File: config.mk
export PLATFORM = sky130hd
export DESIGN_NAME = winnowing_fingerprint_select_unit
export DESIGN_NICKNAME = d
export VERILOG_FILES = /design/src/rtl/wfs_pkg.sv /design/src/rtl/wfs_shift_store.sv /design/src/rtl/wfs_horner.sv /design/src/rtl/winnowing_fingerprint_select_unit.sv
export SDC_FILE = /design/constraint.sdc
export NUM_CORES = 2
export LEC_CHECK = 0
export BUFFER_PORTS_ARGS = -buffer_cell sky130_fd_sc_hd__buf_4
export CORE_MARGIN = 5
export CORE_UTILIZATION = 50
export CTS_BUF_LIST = sky130_fd_sc_hd__clkbuf_16
export CTS_CLUSTER_SIZE = 14
export DETAILED_ROUTE_END_ITERATION = 8
export GPL_TIMING_DRIVEN = 1
export PLACE_DENSITY_LB_ADDON = 0.12
export SLEW_MARGIN = 15
export SYNTH_ARGS = -nofsm -noshare
export SYNTH_HDL_FRONTEND = slang
export SYNTH_SLANG_ARGS = --single-unit
File: constraint.sdc
create_clock -name clk -period 45.8 [get_ports clk]
set_input_delay 9.16 -clock clk [delete_from_list [all_inputs] [get_ports clk]]
set_output_delay 9.16 -clock clk [all_outputs]
set_load 0.005 [all_outputs]
File: src/rtl/wfs_pkg.sv
// ---------------------------------------------------------------------------
// wfs_pkg
// Shared types and constants of the winnowing fingerprint select unit.
// ---------------------------------------------------------------------------
package wfs_pkg;

  localparam int MAX_GRAM_DEF   = 16;
  localparam int MAX_WINDOW_DEF = 16;

  localparam int HASH_W  = 64;
  localparam int POS_W   = 32;
  localparam int BYTE_W  = 8;
  localparam int BASE_W  = 16;
  localparam int LEN_W   = 5;

  localparam int CFG_IDX_W  = 2;
  localparam int CFG_DATA_W = 16;

  // space character, subtracted from each byte before hashing
  localparam logic [HASH_W-1:0] BYTE_OFFSET = 64'd32;

  localparam logic [LEN_W-1:0]  GRAM_LENGTH_RST = 5'd3;
  localparam logic [LEN_W-1:0]  WINDOW_LEN_RST  = 5'd5;
  localparam logic [BASE_W-1:0] HASH_BASE_RST   = 16'd31;

  typedef enum logic [CFG_IDX_W-1:0] {
    REG_GRAM_LENGTH = 2'd0,
    REG_WINDOW_LEN  = 2'd1,
    REG_HASH_BASE   = 2'd2
  } cfg_reg_t;

  typedef enum logic [2:0] {
    ST_IDLE,
    ST_HASH,
    ST_PUSH,
    ST_SCAN,
    ST_DECIDE
  } state_t;

  typedef struct packed {
    logic step;
    logic first;
  } horner_ctrl_t;

endpackage

File: src/rtl/wfs_shift_store.sv
// ---------------------------------------------------------------------------
// wfs_shift_store
// Shift line of entries, newest at the top, with one indexed read port.
// ---------------------------------------------------------------------------
module wfs_shift_store #(
  parameter int WIDTH = 8,
  parameter int DEPTH = 16,
  parameter int AW    = (DEPTH > 1) ? $clog2(DEPTH) : 1
) (
  input  logic             clk,
  input  logic             shift_en,
  input  logic [WIDTH-1:0] din,
  input  logic [AW-1:0]    rd_addr,
  output logic [WIDTH-1:0] rd_data
);

  logic [WIDTH-1:0] entries [DEPTH];

  always_ff @(posedge clk) begin
    if (shift_en) begin
      for (int k = 0; k < DEPTH - 1; k++) begin
        entries[k] <= entries[k+1];
      end
      entries[DEPTH-1] <= din;
    end
  end

  assign rd_data = entries[rd_addr];

endmodule

File: src/rtl/wfs_horner.sv
// ---------------------------------------------------------------------------
// wfs_horner
// Shared multiply-add unit: one Horner step of the gram hash per cycle while step is set.
// ---------------------------------------------------------------------------
module wfs_horner (
  input  logic                             clk,
  input  wfs_pkg::horner_ctrl_t            ctrl,
  input  logic [wfs_pkg::BASE_W-1:0]       base,
  input  logic [wfs_pkg::BYTE_W-1:0]       byte_in,
  output logic [wfs_pkg::HASH_W-1:0]       acc
);

  logic [wfs_pkg::HASH_W-1:0] acc_src;
  logic [wfs_pkg::HASH_W-1:0] prod;
  logic [wfs_pkg::HASH_W-1:0] acc_next;

  always_comb begin
    acc_src  = ctrl.first ? '0 : acc;
    prod     = acc_src * wfs_pkg::HASH_W'(base);
    acc_next = prod + wfs_pkg::HASH_W'(byte_in) - wfs_pkg::BYTE_OFFSET;
  end

  always_ff @(posedge clk) begin
    if (ctrl.step) begin
      acc <= acc_next;
    end
  end

endmodule

File: src/rtl/winnowing_fingerprint_select_unit.sv
// ---------------------------------------------------------------------------
// winnowing_fingerprint_select_unit
// Winnowing selection of gram hashes over a stream of text bytes.
// ---------------------------------------------------------------------------
// One byte item is taken at a time. A byte that completes no gram needs no
// further step. Otherwise the gram hash is built by one multiply-add per byte
// on a single Horner unit, pushed into the window, and when the window is full
// its entries are scanned one per cycle through a single signed compare, then
// a decide step waits while an earlier fingerprint is still held. The next
// byte is taken while a produced fingerprint still waits on the output.
module winnowing_fingerprint_select_unit #(
  parameter int MAX_GRAM   = wfs_pkg::MAX_GRAM_DEF,
  parameter int MAX_WINDOW = wfs_pkg::MAX_WINDOW_DEF
) (
  input  logic                                clk,
  input  logic                                rst,
  input  logic                                in_valid,
  output logic                                in_stall,
  input  logic [wfs_pkg::BYTE_W-1:0]          text_byte,
  input  logic                                start_of_text,
  output logic                                out_valid,
  input  logic                                out_stall,
  output logic signed [wfs_pkg::HASH_W-1:0]   fingerprint,
  input  logic                                cfg_valid,
  output logic                                cfg_ready,
  input  logic [wfs_pkg::CFG_IDX_W-1:0]       cfg_index,
  input  logic [wfs_pkg::CFG_DATA_W-1:0]      cfg_data
);

  localparam int GA_W = (MAX_GRAM > 1) ? $clog2(MAX_GRAM) : 1;
  localparam int GC_W = $clog2(MAX_GRAM + 1);
  localparam int WA_W = (MAX_WINDOW > 1) ? $clog2(MAX_WINDOW) : 1;
  localparam int WC_W = $clog2(MAX_WINDOW + 1);
  localparam int ENT_W = wfs_pkg::HASH_W + wfs_pkg::POS_W;

  // configuration
  logic [wfs_pkg::LEN_W-1:0]  gram_length;
  logic [wfs_pkg::LEN_W-1:0]  window_len;
  logic [wfs_pkg::BASE_W-1:0] hash_base;

  // control state
  wfs_pkg::state_t            state, state_next;
  logic [wfs_pkg::POS_W-1:0]  bytes_seen, bytes_seen_next;
  logic [wfs_pkg::POS_W-1:0]  hashes_seen;
  logic [WC_W-1:0]            window_fill, window_fill_next;
  logic [wfs_pkg::POS_W-1:0]  last_pick_position;
  logic                       pick_valid;
  logic [GC_W-1:0]            step_cnt;
  logic [WC_W-1:0]            scan_cnt;

  // payload
  logic signed [wfs_pkg::HASH_W-1:0] best_hash;
  logic [wfs_pkg::POS_W-1:0]         best_pos;

  logic [GC_W-1:0] g_eff;
  logic [WC_W-1:0] w_eff;
  logic            accept;
  logic            byte_shift;
  logic            win_shift;
  logic            emit;
  logic            hash_last;
  logic            scan_last;
  logic            repeat_pick;

  wfs_pkg::horner_ctrl_t          hctrl;
  logic [wfs_pkg::BYTE_W-1:0]     rd_byte;
  logic [GA_W-1:0]                byte_addr;
  logic [wfs_pkg::HASH_W-1:0]     gram_hash;
  logic [WA_W-1:0]                win_addr;
  logic [WC_W-1:0]                win_idx;
  logic [ENT_W-1:0]               win_rd;
  logic signed [wfs_pkg::HASH_W-1:0] rd_hash;
  logic [wfs_pkg::POS_W-1:0]      rd_pos;

  assign cfg_ready = 1'b1;

  always_ff @(posedge clk) begin
    if (rst) begin
      gram_length <= wfs_pkg::GRAM_LENGTH_RST;
      window_len  <= wfs_pkg::WINDOW_LEN_RST;
      hash_base   <= wfs_pkg::HASH_BASE_RST;
    end else if (cfg_valid && cfg_ready) begin
      unique case (cfg_index)
        wfs_pkg::REG_GRAM_LENGTH: gram_length <= cfg_data[wfs_pkg::LEN_W-1:0];
        wfs_pkg::REG_WINDOW_LEN:  window_len  <= cfg_data[wfs_pkg::LEN_W-1:0];
        wfs_pkg::REG_HASH_BASE:   hash_base   <= cfg_data;
        default: ;
      endcase
    end
  end

  always_comb begin
    if (gram_length == '0) begin
      g_eff = GC_W'(1);
    end else if (32'(gram_length) > 32'(MAX_GRAM)) begin
      g_eff = GC_W'(MAX_GRAM);
    end else begin
      g_eff = GC_W'(gram_length);
    end
    if (window_len == '0) begin
      w_eff = WC_W'(1);
    end else if (32'(window_len) > 32'(MAX_WINDOW)) begin
      w_eff = WC_W'(MAX_WINDOW);
    end else begin
      w_eff = WC_W'(window_len);
    end
  end

  assign accept = in_valid && !in_stall;

  always_comb begin
    if (start_of_text) begin
      bytes_seen_next = wfs_pkg::POS_W'(1);
    end else if (bytes_seen != '1) begin
      bytes_seen_next = bytes_seen + wfs_pkg::POS_W'(1);
    end else begin
      bytes_seen_next = bytes_seen;
    end
    if (window_fill == WC_W'(MAX_WINDOW)) begin
      window_fill_next = window_fill;
    end else begin
      window_fill_next = window_fill + WC_W'(1);
    end
  end

  assign hash_last   = (step_cnt == g_eff - GC_W'(1));
  assign scan_last   = (scan_cnt == w_eff - WC_W'(1));
  assign repeat_pick = pick_valid && (best_pos == last_pick_position);

  // sequencer: next state
  always_comb begin
    state_next = state;
    unique case (state)
      wfs_pkg::ST_IDLE: begin
        if (accept && (bytes_seen_next >= wfs_pkg::POS_W'(g_eff))) begin
          state_next = wfs_pkg::ST_HASH;
        end
      end
      wfs_pkg::ST_HASH: begin
        if (hash_last) begin
          state_next = wfs_pkg::ST_PUSH;
        end
      end
      wfs_pkg::ST_PUSH: begin
        if (window_fill_next < w_eff) begin
          state_next = wfs_pkg::ST_IDLE;
        end else begin
          state_next = wfs_pkg::ST_SCAN;
        end
      end
      wfs_pkg::ST_SCAN: begin
        if (scan_last) begin
          state_next = wfs_pkg::ST_DECIDE;
        end
      end
      wfs_pkg::ST_DECIDE: begin
        if (repeat_pick || !(out_valid && out_stall)) begin
          state_next = wfs_pkg::ST_IDLE;
        end
      end
      default: state_next = wfs_pkg::ST_IDLE;
    endcase
  end

  // sequencer: outputs
  always_comb begin
    in_stall    = 1'b1;
    byte_shift  = 1'b0;
    win_shift   = 1'b0;
    emit        = 1'b0;
    hctrl.step  = 1'b0;
    hctrl.first = 1'b0;
    unique case (state)
      wfs_pkg::ST_IDLE: begin
        in_stall   = 1'b0;
        byte_shift = accept;
      end
      wfs_pkg::ST_HASH: begin
        hctrl.step  = 1'b1;
        hctrl.first = (step_cnt == '0);
      end
      wfs_pkg::ST_PUSH: begin
        win_shift = 1'b1;
      end
      wfs_pkg::ST_SCAN: ;
      wfs_pkg::ST_DECIDE: begin
        emit = !repeat_pick && !(out_valid && out_stall);
      end
      default: ;
    endcase
  end

  assign byte_addr = GA_W'(MAX_GRAM - 1) - step_cnt[GA_W-1:0];
  assign win_idx   = WC_W'(MAX_WINDOW) - w_eff + scan_cnt;
  assign win_addr  = win_idx[WA_W-1:0];
  assign rd_hash   = $signed(win_rd[ENT_W-1:wfs_pkg::POS_W]);
  assign rd_pos    = win_rd[wfs_pkg::POS_W-1:0];

  wfs_shift_store #(
    .WIDTH (wfs_pkg::BYTE_W),
    .DEPTH (MAX_GRAM),
    .AW    (GA_W)
  ) u_bytes (
    .clk      (clk),
    .shift_en (byte_shift),
    .din      (text_byte),
    .rd_addr  (byte_addr),
    .rd_data  (rd_byte)
  );

  wfs_horner u_horner (
    .clk     (clk),
    .ctrl    (hctrl),
    .base    (hash_base),
    .byte_in (rd_byte),
    .acc     (gram_hash)
  );

  wfs_shift_store #(
    .WIDTH (ENT_W),
    .DEPTH (MAX_WINDOW),
    .AW    (WA_W)
  ) u_window (
    .clk      (clk),
    .shift_en (win_shift),
    .din      ({gram_hash, hashes_seen}),
    .rd_addr  (win_addr),
    .rd_data  (win_rd)
  );

  always_ff @(posedge clk) begin
    if (rst) begin
      state              <= wfs_pkg::ST_IDLE;
      bytes_seen         <= '0;
      hashes_seen        <= '0;
      window_fill        <= '0;
      last_pick_position <= '0;
      pick_valid         <= 1'b0;
      step_cnt           <= '0;
      scan_cnt           <= '0;
      out_valid          <= 1'b0;
    end else begin
      state <= state_next;
      if (accept) begin
        bytes_seen <= bytes_seen_next;
        step_cnt   <= '0;
        if (start_of_text) begin
          hashes_seen        <= '0;
          window_fill        <= '0;
          last_pick_position <= '0;
          pick_valid         <= 1'b0;
        end
      end
      if (state == wfs_pkg::ST_HASH) begin
        step_cnt <= step_cnt + GC_W'(1);
      end
      if (win_shift) begin
        hashes_seen <= hashes_seen + wfs_pkg::POS_W'(1);
        window_fill <= window_fill_next;
        scan_cnt    <= '0;
      end
      if (state == wfs_pkg::ST_SCAN) begin
        scan_cnt <= scan_cnt + WC_W'(1);
      end
      if (emit) begin
        out_valid          <= 1'b1;
        pick_valid         <= 1'b1;
        last_pick_position <= best_pos;
      end else if (out_valid && !out_stall) begin
        out_valid <= 1'b0;
      end
    end
  end

  // scan compare: strictly smaller replaces, so ties keep the oldest
  always_ff @(posedge clk) begin
    if (state == wfs_pkg::ST_SCAN) begin
      if ((scan_cnt == '0) || (rd_hash < best_hash)) begin
        best_hash <= rd_hash;
        best_pos  <= rd_pos;
      end
    end
    if (emit) begin
      fingerprint <= best_hash;
    end
  end

  a_fill_bound: assert property (@(posedge clk) disable iff (rst)
    32'(window_fill) <= 32'(MAX_WINDOW))
    else $error("window fill above depth");

  a_scan_full: assert property (@(posedge clk) disable iff (rst)
    (state == wfs_pkg::ST_SCAN) |-> (window_fill >= w_eff))
    else $error("scan on a window that is not full");

  a_hash_gram: assert property (@(posedge clk) disable iff (rst)
    (state == wfs_pkg::ST_HASH) |-> (bytes_seen >= wfs_pkg::POS_W'(g_eff)))
    else $error("hash of an incomplete gram");

  a_emit_pick: assert property (@(posedge clk) disable iff (rst)
    emit |=> (out_valid && pick_valid && (last_pick_position == $past(best_pos))))
    else $error("result without matching pick");

endmodule
==> Word level (Yosys, flattened, before mapping) <==
Memories as Yosys holds them, arrays and structs flattened.
Index checks and enable logic that the tools add are counted.
{ "word_totals": {"mem_count": 2, "ramBits": 1664, "ff_bits": 366, "in_bits": 32} }
{ "op_classes": {"muxes": 39, "n_addsub": 12, "n_reduce_logical": 31, "multipliers": 1, "magnitude_cmp": 5, "n_eq_ne": 15} }
{ "mem_list": {"columns": ["memory", "words", "width", "read_ports", "rd_clocked_by_memory_dff", "wr", "line", "text"], "rows": [
  ["u_window.entries", 16, 96, 16, 0, 16, "wfs_shift_store.sv:17", "logic [WIDTH-1:0] entries [DEPTH];"],
  ["u_bytes.entries", 16, 8, 16, 0, 16, "wfs_shift_store.sv:17", null]
]} }
{ "op_table": {"columns": ["cell", "count"], "rows": [
  ["32-bit 2-to-1 mux", 6],
  ["32-bit by 1-bit adder with 32-bit output (second input constant)", 2],
  ["64-bit by 8-bit adder with 64-bit output", 1],
  ["64-bit < comparator", 1],
  ["64-bit by 16-bit multiplier with 64-bit output", 1],
  ["64-bit 2-to-1 mux", 1],
  ["64-bit by 6-bit subtractor with 64-bit output (second input constant)", 1],
  ["5-bit 2-to-1 mux", 12],
  ["32-bit == test", 1],
  ["32-bit by 5-bit >= comparator with 1-bit output", 1],
  ["32-bit inequality test (second input constant)", 1],
  ["5-bit logical NOT", 4],
  ["5-bit by 1-bit adder with 5-bit output (second input constant)", 3],
  ["3-bit case mux with 5 select lines", 1],
  ["2-bit nonzero test", 7],
  ["1-bit 2-to-1 mux", 13],
  ["3-bit 2-to-1 mux", 4],
  ["2-bit AND reduction", 6],
  ["5-bit == test", 2],
  ["5-bit > comparator (second input constant)", 2],
  ["5-bit by 1-bit subtractor with 5-bit output (second input constant)", 2],
  ["3-bit by 2-bit == test with 1-bit output (second input constant)", 2],
  ["1-bit logical AND", 6],
  ["2-bit inequality test (second input constant)", 3],
  ["other kinds (16)", 20]
]} }

==> Logic depth before layout (Yosys ltp) <==
An unclocked memory read counts as a cell.
{ "logic_depth": {"depth_word": 9, "depth_mapped": 33, "ltp_nobuf": 27} }

==> By module <==
Synthesis repeated with hierarchy kept, for this count alone.
{ "hier_totals": {"hier_cells": 7599, "hier_area_um2": 108550.4} }
{ "modules_own_cells": {"columns": ["module", "area_per_inst_um2", "instances", "seq_area_each_um2", "cells_per_inst"], "rows": [
  ["wfs_shift_store (u_window)", 57317.5, 1, 46124.2, 2341],
  ["wfs_horner", 31976.9, 1, 1921.8, 3632],
  ["winnowing_fingerprint_select_unit", 14378.8, 1, 7647.3, 1428],
  ["wfs_shift_store (u_bytes)", 4877.2, 1, 3843.7, 198]
]} }

==> Worst setup path after synthesis <==
OpenSTA, ideal clock, no wires.
{ "synth_timing": {"path_kind": "register to register", "start": "register state[0]", "end": "memory u_window.entries[0][0] in the netlist's numbering (enable)", "n_path_buf": 3, "arrival_ns": 42.512, "setup_ns": 2.503, "stages_incl_launch_ff": 6, "path_slack_ns": 0.784, "cell_sequence": "dfxtp_1 buf_2 or3b_1 buf_2 inv_1 clkbuf_1"} }
{ "synth_rtl": {"columns": ["element", "line", "text"], "rows": [
  ["start, declared", "winnowing_fingerprint_select_unit.sv:42", "wfs_pkg::state_t state, state_next;"],
  ["start signal, assigned", "winnowing_fingerprint_select_unit.sv:233", "state <= wfs_pkg::ST_IDLE;"],
  ["start signal, assigned", "winnowing_fingerprint_select_unit.sv:243", "state <= state_next;"],
  ["end, declared", "wfs_shift_store.sv:17", null]
]} }

==> Worst setup path in the final report <==
{ "layout_timing": {"start": "register state[2]", "end": "output port in_stall"} }
{ "layout_via": {"elab_chain_cells": 2} }
{ "layout_rtl": {"columns": ["element", "line", "text"], "rows": [
  ["3-bit logical NOT", "winnowing_fingerprint_select_unit.sv:173", "unique case (state)"],
  ["1-bit 2-to-1 mux", "winnowing_fingerprint_select_unit.sv:173", null],
  ["end, declared", "winnowing_fingerprint_select_unit.sv:18", "output logic in_stall,"]
]} }
Every way passes these cells.

==> results.py <==
metrics = {
    "critical_path": {
        "crit_type": "flip-flop to output pin",
        "path_buf_inv": 2,
        "r2r_start": "step_cnt[0]$_SDFFE_PP0P_",
        "critical_path.max_stage_delay_ns": 0.43,
        "cp_num_cells": 3,
        "r2r_slack_ns": 35.29,
        "critPathRequiredTime_ns": 36.64,
        "worst_setup_path_start_kind": "flip-flop",
        "crit_chain": "nor3_1 > inv_1 > buf_4",
        "crit_path_end_kind": "output pin",
        "cp-endpoint": "in_stall",
        "crit_start": "state[2]$_SDFFE_PP0P_",
        "critical_path.max_fanout": 7,
        "cp_slowest_cell": "nor3_1",
        "crit_family": "simple AND/OR/NAND/NOR gates",
        "r2r_cells": 28,
        "timing.rr.end": "u_horner.acc[60]$_DFFE_PP_",
        "cp.arrival_ns": 1.92,
    },
    "placement": {
        "io_buffers": 97,
        "hpwlAfterDp_um": 151000,
        "place_congestion": 0.833,
    },
    "routing": {
        "routedWlPerCell_um": 22.8,
        "via_count": 59400,
        "firstDrtPassIters": 5,
        "drt_iter0_markers": 5646,
        "finalWirelength_um": 234000,
        "antenna_left": 0,
        "via_per_inst": 5.77,
        "drc_errors": 0,
    },
    "timing": {
        "rsz0062_at_grt": "no",
        "timing.final.crit_share": 0.242,
        "skew_ns": 0.0573,
        "hold_violations": 0,
        "fin_tns_setup_ns": 0,
        "finalCriticalPeriod_ns": 11.08,
        "slew_headroom": 0.237,
        "hold_ws_ns": 0.407,
        "setup_violations": 0,
        "slew_violations": 0,
        "worst_pin_slew_ns": 1.14,
        "max_freq_ghz": 0.0903,
    },
    "yosys": {
        "netlist_area_sq_mm": 0.108,
        "syn_avg_cell_area_sq_um": 14.8,
        "synth-xor-area-share": 0.0127,
        "ys_ff_latch": 2030,
        "synth_fa_ha_area_frac": 0.175,
        "synthSimpleGateAreaFrac": 0.0735,
        "syn-num-nets": 8381,
        "ys.flop_type": "edfxtp_1",
        "syn_inst": 7296,
        "yosys_warnings": 0,
        "synth_cell_types": 74,
        "synth-async-reset-ratio": 0,
        "synth_edf_count": 1888,
        "synth_top_family_by_area": "adder cells",
        "seq_area_frac_synth": 0.551,
        "yosys.area.top_type": "edfxtp_1",
        "synth_compound_area_frac": 0.0262,
        "synth_top_area_share": 0.525,
        "synth_area_leaders": "edfxtp_1, fa_1, mux4_2",
        "synthMuxAreaShare": 0.111,
    },
    "grt": {
        "overflow": 0,
        "grt_max_degree": 194,
        "antenna_found_initial": 13,
        "grt_pass1_vias": 62300,
        "grt_use_total": 0.212,
        "grt_pass1_wl_um": 371000,
    },
    "floorplanning": {
        "placementRows": 170,
        "dieArea_sq_mm": 0.225,
        "core_sq_mm": 0.215,
        "start_util": 0.503,
        "die_y_um": 475,
        "die_w_um": 475,
        "ios": 99,
    },
    "cts": {
        "numCtsBuffers": 212,
        "clock_path_buffers": 3,
        "clkTransAtPathRegs_ns": 0.06,
        "hold_buffers": 0,
        "cts.sinks": 2030,
        "cts_tree": "done",
        "post_cts.repair.setup_buffers": 0,
        "insertion_delay_ns": 0.85,
        "cts-root-buf": "clkbuf_16",
        "cts-htree-levels": 4,
        "cts-resized-gates": 0,
    },
    "final_layout": {
        "area_growth_pct": 9.58,
        "final_nets": 8358,
        "final_common_cell": "edfxtp_1",
        "drive_gt1_frac": 0.138,
        "mostFrequentLayoutCells": "edfxtp_1, inv_1, fa_1",
    },
    "hold_path": {
        "min_from": "u_window.entries[5][53]$_DFFE_PP_",
        "hp-class": "flip-flop to flip-flop",
    },
    "status": {
        "status": "finished, final reports clean",
    },
    "job": {
        "drv_cap": 0,
    },
}
worst reg2reg max path, delay by kind of cell (launching register included):
kind | cells | cell delay (ns)
AOI/OAI and AO/OA | 7 | 2.40
xor gates and xnor gates | 1 | 0.17
adders and majority gates | 8 | 3.63
buffers and inverters | 7 | 2.37
DFF | 1 | 0.31
and+or+nand+nor | 5 | 1.36
worst min-delay path by stage:
stage                                                     to  slack (ns)  depth (start not counted)
after floorplan                     fingerprint[0]$_DFFE_PP_        0.42                          0
after global placement    u_window.entries[12][94]$_DFFE_PP_        0.42                          0
after detailed placement  u_window.entries[12][21]$_DFFE_PP_        0.43                          0
after CTS                  u_window.entries[4][53]$_DFFE_PP_        0.40                          0
after global routing       u_window.entries[4][64]$_DFFE_PP_        0.41                          0
final                      u_window.entries[4][53]$_DFFE_PP_        0.41                          0
synthesized netlist by cell type (117+ instances only):
master,count
edfxtp_1,1888
ha_1,284
and3_1,436
nand3_1,117
nand2_1,679
fa_1,769
mux4_2,519
a21oi_1,193
clkbuf_1,375
dfxtp_1,142
nor2_1,145
inv_1,1035
final cells by class:
cell class	count	area, sq um
Inverter	1036	3900
Clock buffer	213	5330
Tap cell	2838	3550
Sequential cell	2030	59600
Clock inverter	180	1510
Fill cell	17300	96500
Multi-Input combinational cell	3829	43100
Timing Repair Buffer	164	1340
Antenna cell	2	5.00
through the flow:
step	cell area, sq um	setup WS [ns]	util	instances
finish	118000	34.72	0.551	10300
global route	118000	34.57	0.551	10300
CTS	118000	34.57	0.551	10300
detailed placement	111000	34.13	0.519	9897
global placement	111000	34.17	0.519	9897
floorplan	108000	0.784	-	7296
routing by layer:
layer	track usage	vias up	routed length, um
li1	-	25900	-
met1	0.334	31400	111000
met2	0.313	1809	104000
met3	0.0340	325	15000
met4	0.0462	6	4320
met5	0	-	29
kinds of logic (layout without fill, tap and decap cells):
logic type                 Yosys count  after routing
and+or+nand+nor                   1611           1611
AOI/OAI and AO/OA                  465            465
buffers and inverters             1437           1593
DFF                               2030           2030
muxes                              543            543
other                                1              3
xor gates and xnor gates           156            156
adders and majority gates         1053           1053
flip-flops by register name (all words and copies together), names as in the netlist:
| register | count |
|---|---|
| u_window.entries | 1536 |
| bytes_seen | 32 |
| window_fill | 5 |
| state | 3 |
| hashes_seen | 32 |
| last_pick_position | 32 |
| best_pos | 32 |
| best_hash | 64 |
| scan_cnt | 5 |
| pick_valid | 1 |
| hash_base | 16 |
| u_bytes.entries | 128 |
| step_cnt | 5 |
| out_valid | 1 |
| window_len | 5 |
| u_horner.acc | 64 |
| gram_length | 5 |
| fingerprint | 64 |
Power is not shown: default switching activity piles up to over one toggle a cycle in this logic, so the estimate is an artifact.
